## src/sv/tle_pkg.sv

```systemverilog
// tle_pkg: shared constants, codes, state and command types for the terminal line editor.
// Used by tle_ctrl, tle_datapath, terminal_line_editor and tle_checker.
package tle_pkg;

    // line geometry
    localparam int LINE_CAPACITY = 128;
    localparam int CNT_W         = $clog2(LINE_CAPACITY + 1);
    localparam int ADDR_W        = $clog2(LINE_CAPACITY);
    localparam int CHAR_W        = 8;
    localparam int FIELD_W       = 8;

    // control characters
    localparam logic [CHAR_W-1:0] CODE_BACKSPACE  = 8'd8;
    localparam logic [CHAR_W-1:0] CODE_KILL       = 8'd21;
    localparam logic [CHAR_W-1:0] CODE_WORD_ERASE = 8'd23;
    localparam logic [CHAR_W-1:0] CODE_SPACE      = 8'd32;
    localparam logic [CHAR_W-1:0] CODE_PRINT_LOW  = 8'd32;
    localparam logic [CHAR_W-1:0] CODE_PRINT_HIGH = 8'd126;

    typedef enum logic [2:0] {
        ST_IDLE,
        ST_DECODE,
        ST_POP,
        ST_TAIL,
        ST_DONE
    } state_t;

    // controller -> datapath
    typedef struct packed {
        logic accept;     // capture input character, clear per-item flags
        logic append;     // store character at line end
        logic drop;       // flag a dropped printable character
        logic kill;       // empty the whole line
        logic pop;        // remove last character, fetch new tail
        logic tail_zero;  // line became empty
        logic tail_load;  // take fetched character as tail
        logic load_out;   // move result into output register
    } cmd_t;

    // datapath -> controller
    typedef struct packed {
        logic is_print;
        logic is_bs;
        logic is_we;
        logic is_kill;
        logic full;
        logic empty;
        logic cnt_one;
        logic tail_space;
        logic rd_space;
        logic out_free;
    } status_t;

endpackage

```

## src/sv/tle_ctrl.sv

```systemverilog
// tle_ctrl: sequencing state machine of the terminal line editor.
// Depends on tle_pkg for state, command and status types.
module tle_ctrl (
    input  logic              aclk,
    input  logic              aresetn,
    input  logic              s_valid,
    output logic              s_ready,
    input  tle_pkg::status_t  status,
    output tle_pkg::cmd_t     cmd
);

    tle_pkg::state_t state_reg, state_next;
    logic            walk_reg, walk_next;   // word erase walks back to a space

    // state and mode registers
    always_ff @(posedge aclk) begin
        if (!aresetn) begin
            state_reg <= tle_pkg::ST_IDLE;
            walk_reg  <= 1'b0;
        end else begin
            state_reg <= state_next;
            walk_reg  <= walk_next;
        end
    end

    // next state
    always_comb begin
        state_next = state_reg;
        walk_next  = walk_reg;
        unique case (state_reg)
            tle_pkg::ST_IDLE: begin
                if (s_valid) state_next = tle_pkg::ST_DECODE;
            end
            tle_pkg::ST_DECODE: begin
                if (status.is_bs && !status.empty) begin
                    state_next = tle_pkg::ST_POP;
                    walk_next  = 1'b0;
                end else if (status.is_we && !status.empty) begin
                    state_next = tle_pkg::ST_POP;
                    walk_next  = !status.tail_space;
                end else begin
                    state_next = tle_pkg::ST_DONE;
                end
            end
            tle_pkg::ST_POP: begin
                state_next = status.cnt_one ? tle_pkg::ST_DONE : tle_pkg::ST_TAIL;
            end
            tle_pkg::ST_TAIL: begin
                if (!walk_reg || status.rd_space || status.cnt_one)
                    state_next = tle_pkg::ST_DONE;
            end
            tle_pkg::ST_DONE: begin
                if (status.out_free) state_next = tle_pkg::ST_IDLE;
            end
            default: state_next = tle_pkg::ST_IDLE;
        endcase
    end

    // outputs
    always_comb begin
        cmd     = '0;
        s_ready = 1'b0;
        unique case (state_reg)
            tle_pkg::ST_IDLE: begin
                s_ready    = 1'b1;
                cmd.accept = s_valid;
            end
            tle_pkg::ST_DECODE: begin
                cmd.append = status.is_print && !status.full;
                cmd.drop   = status.is_print && status.full;
                cmd.kill   = status.is_kill;
            end
            tle_pkg::ST_POP: begin
                cmd.pop       = 1'b1;
                cmd.tail_zero = status.cnt_one;
            end
            tle_pkg::ST_TAIL: begin
                if (!walk_reg || status.rd_space) begin
                    cmd.tail_load = 1'b1;
                end else begin
                    // keep walking: drop another character
                    cmd.pop       = 1'b1;
                    cmd.tail_zero = status.cnt_one;
                end
            end
            tle_pkg::ST_DONE: begin
                cmd.load_out = status.out_free;
            end
            default: cmd = '0;
        endcase
    end

endmodule

```

## src/sv/tle_datapath.sv

```systemverilog
// tle_datapath: line store, length and tail registers, and result register.
// Depends on tle_pkg; driven by tle_ctrl through cmd_t / status_t.
module tle_datapath (
    input  logic                           aclk,
    input  logic                           aresetn,
    input  logic [tle_pkg::CHAR_W-1:0]     s_char_code,
    input  tle_pkg::cmd_t                  cmd,
    output tle_pkg::status_t               status,
    output logic                           m_valid,
    input  logic                           m_ready,
    output logic                           m_appended,
    output logic                           m_dropped_full,
    output logic [tle_pkg::FIELD_W-1:0]    m_removed_count,
    output logic [tle_pkg::FIELD_W-1:0]    m_line_length,
    output logic [tle_pkg::CHAR_W-1:0]     m_last_char
);

    logic [tle_pkg::CHAR_W-1:0]  line_mem [tle_pkg::LINE_CAPACITY];
    logic [tle_pkg::CHAR_W-1:0]  code_reg;
    logic [tle_pkg::CHAR_W-1:0]  rd_data_reg;
    logic [tle_pkg::CHAR_W-1:0]  tail_reg, tail_next;
    logic [tle_pkg::CNT_W-1:0]   count_reg, count_next;
    logic [tle_pkg::CNT_W-1:0]   removed_reg, removed_next;
    logic                        appended_reg, dropped_reg;
    logic                        m_valid_reg, m_valid_next;
    logic [tle_pkg::CNT_W-1:0]   count_m2;
    logic [tle_pkg::ADDR_W-1:0]  rd_addr;
    logic [tle_pkg::ADDR_W-1:0]  wr_addr;

    // new tail after a pop sits two below the current length
    assign count_m2 = count_reg - tle_pkg::CNT_W'(2);
    assign rd_addr  = count_m2[tle_pkg::ADDR_W-1:0];
    assign wr_addr  = count_reg[tle_pkg::ADDR_W-1:0];

    // line store: one write, one registered read
    always_ff @(posedge aclk) begin
        if (cmd.append) line_mem[wr_addr] <= code_reg;
        rd_data_reg <= line_mem[rd_addr];
    end

    // length, tail and removed counter
    always_comb begin
        count_next   = count_reg;
        tail_next    = tail_reg;
        removed_next = removed_reg;
        if (cmd.accept) removed_next = '0;
        if (cmd.append) begin
            count_next = count_reg + tle_pkg::CNT_W'(1);
            tail_next  = code_reg;
        end
        if (cmd.kill) begin
            removed_next = count_reg;
            count_next   = '0;
            tail_next    = '0;
        end
        if (cmd.pop) begin
            count_next   = count_reg - tle_pkg::CNT_W'(1);
            removed_next = removed_reg + tle_pkg::CNT_W'(1);
        end
        if (cmd.tail_load) tail_next = rd_data_reg;
        if (cmd.tail_zero) tail_next = '0;
    end

    always_ff @(posedge aclk) begin
        if (!aresetn) begin
            count_reg <= '0;
            tail_reg  <= '0;
        end else begin
            count_reg <= count_next;
            tail_reg  <= tail_next;
        end
    end

    // per-item capture and flags
    always_ff @(posedge aclk) begin
        removed_reg <= removed_next;
        if (cmd.accept) begin
            code_reg     <= s_char_code;
            appended_reg <= 1'b0;
            dropped_reg  <= 1'b0;
        end else begin
            if (cmd.append) appended_reg <= 1'b1;
            if (cmd.drop)   dropped_reg  <= 1'b1;
        end
    end

    // result register
    always_comb begin
        m_valid_next = m_valid_reg;
        if (cmd.load_out)  m_valid_next = 1'b1;
        else if (m_ready)  m_valid_next = 1'b0;
    end

    always_ff @(posedge aclk) begin
        if (!aresetn) m_valid_reg <= 1'b0;
        else          m_valid_reg <= m_valid_next;
    end

    always_ff @(posedge aclk) begin
        if (cmd.load_out) begin
            m_appended      <= appended_reg;
            m_dropped_full  <= dropped_reg;
            m_removed_count <= tle_pkg::FIELD_W'(removed_reg);
            m_line_length   <= tle_pkg::FIELD_W'(count_reg);
            m_last_char     <= tail_reg;
        end
    end

    assign m_valid = m_valid_reg;

    // status to the controller
    assign status.is_print   = (code_reg >= tle_pkg::CODE_PRINT_LOW) &&
                               (code_reg <= tle_pkg::CODE_PRINT_HIGH);
    assign status.is_bs      = (code_reg == tle_pkg::CODE_BACKSPACE);
    assign status.is_we      = (code_reg == tle_pkg::CODE_WORD_ERASE);
    assign status.is_kill    = (code_reg == tle_pkg::CODE_KILL);
    assign status.full       = (count_reg >= tle_pkg::CNT_W'(tle_pkg::LINE_CAPACITY));
    assign status.empty      = (count_reg == '0);
    assign status.cnt_one    = (count_reg == tle_pkg::CNT_W'(1));
    assign status.tail_space = (tail_reg == tle_pkg::CODE_SPACE);
    assign status.rd_space   = (rd_data_reg == tle_pkg::CODE_SPACE);
    assign status.out_free   = !m_valid_reg || m_ready;

endmodule

```

## src/sv/terminal_line_editor.sv

```systemverilog
// terminal_line_editor: line editing with backspace, word erase and line kill.
// Instantiates tle_ctrl and tle_datapath; depends on tle_pkg.
//
// Usage: one received character byte enters on s_char_code per transfer
// (s_valid/s_ready). Each character yields exactly one result transfer on
// m_* (m_valid/m_ready) describing the line after the edit: appended and
// dropped_full flags, number of characters erased, new length, last char.
// Word erase removes characters until it stops at a space or reaches the
// line start. The word-erase walk reads one character per cycle from the
// line store with registered read data. One character is worked on at a
// time; s_ready is high only while the editor is idle.
// Results sit in an output register: if the receiver stalls, the next item
// is still edited, but its result waits in the datapath until the output
// register is free, and only then does the editor go idle again.
// Reset (aresetn low, synchronous) empties the line and drops any pending
// result; the store contents are not cleared and need no clearing pass.
module terminal_line_editor (
    input  logic                          aclk,
    input  logic                          aresetn,
    input  logic                          s_valid,
    output logic                          s_ready,
    input  logic [tle_pkg::CHAR_W-1:0]    s_char_code,
    output logic                          m_valid,
    input  logic                          m_ready,
    output logic                          m_appended,
    output logic                          m_dropped_full,
    output logic [tle_pkg::FIELD_W-1:0]   m_removed_count,
    output logic [tle_pkg::FIELD_W-1:0]   m_line_length,
    output logic [tle_pkg::CHAR_W-1:0]    m_last_char
);

    tle_pkg::cmd_t    cmd;
    tle_pkg::status_t status;

    tle_ctrl u_ctrl (
        .aclk    (aclk),
        .aresetn (aresetn),
        .s_valid (s_valid),
        .s_ready (s_ready),
        .status  (status),
        .cmd     (cmd)
    );

    tle_datapath u_dp (
        .aclk            (aclk),
        .aresetn         (aresetn),
        .s_char_code     (s_char_code),
        .cmd             (cmd),
        .status          (status),
        .m_valid         (m_valid),
        .m_ready         (m_ready),
        .m_appended      (m_appended),
        .m_dropped_full  (m_dropped_full),
        .m_removed_count (m_removed_count),
        .m_line_length   (m_line_length),
        .m_last_char     (m_last_char)
    );

endmodule

```

## config.mk

```make
export PLATFORM = sky130hd
export DESIGN_NAME = terminal_line_editor
export DESIGN_NICKNAME = d
export VERILOG_FILES = /design/src/sv/tle_pkg.sv /design/src/sv/tle_ctrl.sv /design/src/sv/tle_datapath.sv /design/src/sv/terminal_line_editor.sv
export SDC_FILE = /design/constraint.sdc
export NUM_CORES = 1
export LEC_CHECK = 0
export BUFFER_PORTS_ARGS = -buffer_cell sky130_fd_sc_hd__clkbuf_2
export CAP_MARGIN = 20
export CORE_MARGIN = 2
export CORE_UTILIZATION = 60
export CTS_CLUSTER_SIZE = 12
export DETAILED_ROUTE_END_ITERATION = 16
export GPL_TIMING_DRIVEN = 0
export PLACE_DENSITY = 0.72
export SLEW_MARGIN = 5
export SYNTH_ARGS = -nofsm -noshare
export SYNTH_HDL_FRONTEND = slang
export SYNTH_SLANG_ARGS = --single-unit
```

## constraint.sdc

```tcl
create_clock -name aclk -period 4.9 [get_ports aclk]
set_input_delay 0.245 -clock aclk [delete_from_list [all_inputs] [get_ports aclk]]
set_output_delay 0.245 -clock aclk [all_outputs]
set_load 0.005 [all_outputs]
```

After elaboration in Yosys (flattened, before gate mapping)
Memories as Yosys holds them, arrays and structs flattened. A register that Yosys moved wholly into a read port is not among the register bits.
Index checks and enable logic that the tools add are counted.

storage, ports and cells
  register bits after elaboration = 65
  latch bits = 0
  memory bits (writable) = 1,024
  ROM bits = 0
  output and inout port bits = 28
  memories = 1

operators by class
  add/sub/neg operators = 4
  multiply operators = 0
  divide/modulo/power cells = 0
  order comparisons = 3
  equality and inequality tests = 13
  shift operators = 0
  muxes and demuxes = 30
  bitwise logic cells = 1
  reductions and logical operators = 23

memory list
  name           depth  width  rd ports  clocked after memory_dff  wr ports  RTL line            source
  u_dp.line_mem  128    8      1         1                         1         tle_datapath.sv:18  logic [tle_pkg::CHAR_W-1:0] line_mem [tle_pkg::LINE_CAPACITY];

operators by type and width
  cell                 count
  $mux 8               9
  $mux 3               7
  $add 8x1->8 const B  2
  $eq 8x5->1 const B   2
  $eq 8x6->1 const B   2
  $pmux 3 s5           1
  $mux 1               11
  $reduce_bool 3->1    3
  $eq 8x1->1 const B   1
  $eq 8x4->1 const B   1
  $ge 8x6->1 const B   1
  $ge 8x8->1 const B   1
  $le 8x7->1 const B   1
  $logic_not 8->1      1
  $sub 8x1->8 const B  1
  $sub 7x2->7 const B  1
  $eq 3x2->1 const B   2
  $logic_and 1x1->1    5
  $logic_not 1->1      5
  $ne 2x1->1 const B   2
  $pmux 2 s2           1
  $reduce_bool 2->1    2
  $eq 3x1->1 const B   1
  $eq 3x3->1 const B   1
  8 further kinds      10

Longest topological paths before layout
  depth after elaboration = 7
  mapped depth = 16

Modules after synthesis
A second synthesis with hierarchy kept.

second synthesis, totals
  cell total of the unflattened synthesis = 2,440
  area, all modules = 43,441.7 um^2

by module, submodules not included
  module        instances  cells each  area an instance (um^2)  sequential area each (um^2)
  tle_datapath  1          2,401       43,112.6                 32,551.2
  tle_ctrl      1          39          329.1                    80.1

Worst setup path before layout
OpenSTA, ideal clock, no wires.

  kind = register -> register
  start = register u_dp.code_reg[6] (netlist bit)
  end = memory u_dp.line_mem[62][0] (netlist bit), enable pin
  setup time = 0.370 ns
  arrival time = 3.721 ns
  path slack = 0.809 ns
  cell stages (with the launch flop) = 8
  path buffers = 1
  cells stage by stage = edfxtp_1 -> nor2_1 -> a2111oi_4 -> inv_2 -> nor2_8 -> nand2_4 -> buf_6 -> nor2_1

on the way
  cells in the longest elaborated chain, start to end = 6
  elaborated cells on any way between the ends = 7

ends and longest elaborated chain
  item                                             RTL line                                  source
  start, declared                                  tle_datapath.sv:19                        logic [tle_pkg::CHAR_W-1:0] code_reg;
  start signal, assigned                           tle_datapath.sv:78                        code_reg <= s_char_code;
  $ge 8x6->1 / $le 8x7->1 (equally long branches)  tle_datapath.sv:112, tle_datapath.sv:113
  $logic_and 1x1->1 *                              tle_datapath.sv:112                       assign status.is_print = (code_reg >= tle_pkg::CODE_PRINT_LOW) &&
  $logic_and 1x1->1 *                              tle_ctrl.sv:69                            cmd.append = status.is_print && !status.full;
  $mux 3 *                                         tle_ctrl.sv:63                            unique case (state_reg)
  $mux 1 *                                         tle_datapath.sv:37                        if (cmd.append) line_mem[wr_addr] <= code_reg;
  $mux 1 (not written as such) *                   tle_datapath.sv:37
  end, declared                                    tle_datapath.sv:18

Mark *: on every way between the ends. The rest lies on a longest branch, timed or not.

Worst setup path after layout
  start = register u_dp.count_reg[1] (netlist bit)
  end = register u_dp.rd_data_reg[5] (netlist bit) (read register of u_dp.line_mem)

on the way
  cells in the longest elaborated chain, start to end = 1

ends and longest elaborated chain
  item                    RTL line            source
  start, declared         tle_datapath.sv:22  logic [tle_pkg::CNT_W-1:0] count_reg, count_next;
  start signal, assigned  tle_datapath.sv:69  count_reg <= count_next;
  $sub 7x2->7             tle_datapath.sv:31  assign count_m2 = count_reg - tle_pkg::CNT_W'(2);
  end, declared           tle_datapath.sv:20  logic [tle_pkg::CHAR_W-1:0] rd_data_reg;

No other way between the ends.
A chain may end at the register's enable or synchronous reset.

==> summary.txt <==
Status - complete, but fails checks
Violated checks - setup timing
Layout cells sized above 1 - 18.8%
Register area share after synthesis - 75.6%
CP max FO - 15
First-pass GRT wire length - 164 mm
WS Path Type - flop to flop
Initial DRT Pass Iterations - 8
Cells along the critical path - buf_4 > buf_4 > inv_1 > clkbuf_4 > ha_1 > buf_2 > nor2b_1 > clkbuf_1 > a221oi_1 > o211ai_1 > o22ai_1 > a311o_1
Synth Register Bits - 1097
CTS clock-pin slew for the worst setup and hold paths - 70 ps
WL final - 114 mm
Max reg flops - 1024
Area delta synth->final - 14.0%
Top cell type's share of synthesized area - 74.1%
Final Hold Fails - 0
Setup total negative slack - -25.0 ps
Setup WS post-layout - -12.6 ps
Period utilization - 100%
Commonest cells post-synth - edfxtp_1 (1066), mux2i_1 (256), nor2_1 (191), mux4_2 (138), nand2_1 (113)
Initial DRC Count - 3584
GRT overflow - 0
HPWL after DPL - 77.4 mm
Number of buffers created by CTS - 108
NumNets Final - 2590
Area leader, netlist - edfxtp_1
Final Wtd Congestion - 1.03
# Max-Cap Violations - 0
Power per cell area - 377 nW/um2
HP Class - input pin to flop
Initial core utilization - 60.5%
Async S/R FF share, synth - 0%
H-Tree Depth - 3
Worst slew pin tran - 1210 ps
CTS sink count - 1097
Synth Cell Area - 43200 um2
Crit path launch type - flop
Die Footprint - 74100 um2
Worst skew pair latency - 680 ps
CP Capture Type - flop
Vias/cell - 6.75
I/O Pins - 40
Minimum clock period - 4910 ps
Post-synth EDFFs - 1066
CTS max path bufs - 3
Synthesized net count - 2379
Worst slew margin - 19.1%
Core area - 71400 um2
Final standard cell area without fillers - 49200 um2
Crit path largest cell delay - 580 ps
Inst Count DP - 3396
Final setup viols - 2
Post-Place Worst Slack - -1940 ps
Most area-consuming cells after synthesis - edfxtp_1 (74%), mux4_2 (7.2%), mux2i_1 (5.9%)
Fill cells - 4421
Pin count of the biggest net entering global routing - 36
Via count - 24.2k
Final antenna-violating net count - 0
Max Freq - 0.204 GHz
Clock Skew - 23.6 ps
# DRC - 0
Final Slew Violations - 0
Critical path arrival - 5450 ps
Initial antenna violation count - 1
Routed len/inst - 31.8 um
VDD IR max - 278 uV
Post-Synthesis Cells - 2357
Critical path's slowest cell - clkbuf_1
WP data required - 5440 ps
Most common cell in the netlist - edfxtp_1
Placed cell area - 45800 um2
Syn. warnings - 0
Root Driver - clkbuf_16
RSZ-0062 raised after global routing - false
Input/output buffers - 39
Die Width - 272 um
Syn Area/Cell - 18.3 um2
Vias in the first global route - 23.8k
Synth Flop Type - edfxtp_1
Leak Pwr - 15.3 nW
GRT Util Overall - 31.1%
Most frequent CP cell - buf_4
CTS tree - yes
Rows - 98
Non-filler cells, final - 3578
Die height - 272 um
Largest Register - u_dp.line_mem
Synth cell types - 71
## through the flow
| step | hold slack (ps) | power [W] | utilization, % |
|---|---|---|---|
| finish | 64.2 | 0.0185 | 69.0 |
| global route | 116 | 0.0190 | 69.0 |
| CTS | 38.9 | 0.0186 | 68.9 |
| detailed placement | 418 | 0.0113 | 64.1 |
| global placement | 424 | 0.0111 | 62.5 |
| floorplan | 344 | 0.0109 | - |
## path summary, 6_finish.rpt
path,from,slack (ps),cells after the start,end
worst max register to register,u_dp.count_reg[1],-10,12,u_dp.rd_data_reg[5]
worst min-delay path,aresetn,60,3,u_dp.tail_reg[4]
worst min register to register,u_dp.dropped_reg,440,0,u_dp.m_dropped_full
worst max-delay path,u_dp.count_reg[1],-10,12,u_dp.rd_data_reg[5]
## final cells by class
type | instances | area (um2) | share of cell area, %
multi-input combinational | 1114 | 10100 | 20.5
clock buffer | 140 | 2890 | 5.86
clock inverter | 29 | 189 | 0.384
timing repair buffer | 102 | 1520 | 3.08
inverter | 11 | 41.3 | 0.0839
sequential | 1097 | 32600 | 66.3
buffer | 134 | 669 | 1.36
antenna | 1 | 2.50 | 0.00508
tap | 950 | 1190 | 2.41
## report_power, final
part | switching [W] | leakage, nW | internal [W]
clock network | 0.00331 | 1.51 | 0.00414
logic | 0.000434 | 3.91 | 0.000274
registers | 0.0000409 | 9.86 | 0.0103
## layout by cell type, fill, tap and decap left out, types with 12 or more instances in the layout
cell,synthesis,routed
a21oi_1,35,35
a221oi_1,35,29
a22o_1,36,36
a22oi_1,51,51
a311o_1,14,14
buf_16,0,37
buf_2,47,46
clkbuf_1,71,72
clkbuf_16,0,111
clkbuf_2,0,62
clkinv_1,0,12
clkinv_2,0,12
dfxtp_1,31,30
edfxtp_1,1066,1066
mux2i_1,256,256
mux4_2,138,138
nand2_1,113,113
nand3_1,26,23
nor2_1,191,181
nor3_1,13,13
o21ai_0,23,23
o22ai_1,40,40
## kinds of logic (layout without fill, tap and decap cells)
| kind of cell | count (synthesis) | in the layout | share of synthesized area [%] |
|---|---|---|---|
| AND/OR/NAND/NOR | 408 | 408 | 4.21 |
| flip-flops | 1097 | 1097 | 75.6 |
| AO/OA/AOI/OAI | 287 | 287 | 4.95 |
| multiplexers | 401 | 401 | 13.3 |
| XOR/XNOR | 8 | 8 | 0.162 |
| adder cells (fa/ha/maj) | 10 | 10 | 0.290 |
| buffers and inverters | 146 | 416 | 1.51 |
| other | 0 | 1 | 0 |
## metal layers
metal / routed length (um) / vias to the layer above / global-route usage, % / share of wire (%)
met5: 26 / - / 0 / 0.023
met4: 5630 / 4 / 14.8 / 5.0
met3: 12500 / 265 / 6.95 / 11
met2: 52900 / 1561 / 47.9 / 46
met1: 42700 / 12400 / 42.8 / 38
li1: - / 9929 / - / -
## worst max-delay path, delay by kind of cell, from the launching register on
family	cells	cell delay [ps]
buffers and inverters	6	2250
adders and majority gates	1	340
AOI/OAI and AO/OA	4	1200
and+or+nand+nor	1	470
DFF	1	450
## timing repair
item	CTS	global route
cloned	0	0
pin swaps	2	1
setup buffers	0	1
resized for setup	63	16
setup endpoints to repair	344	258
hold buffers	10	0
endpoints found under the hold margin	10	0
Power figures use the tool's default switching activity.
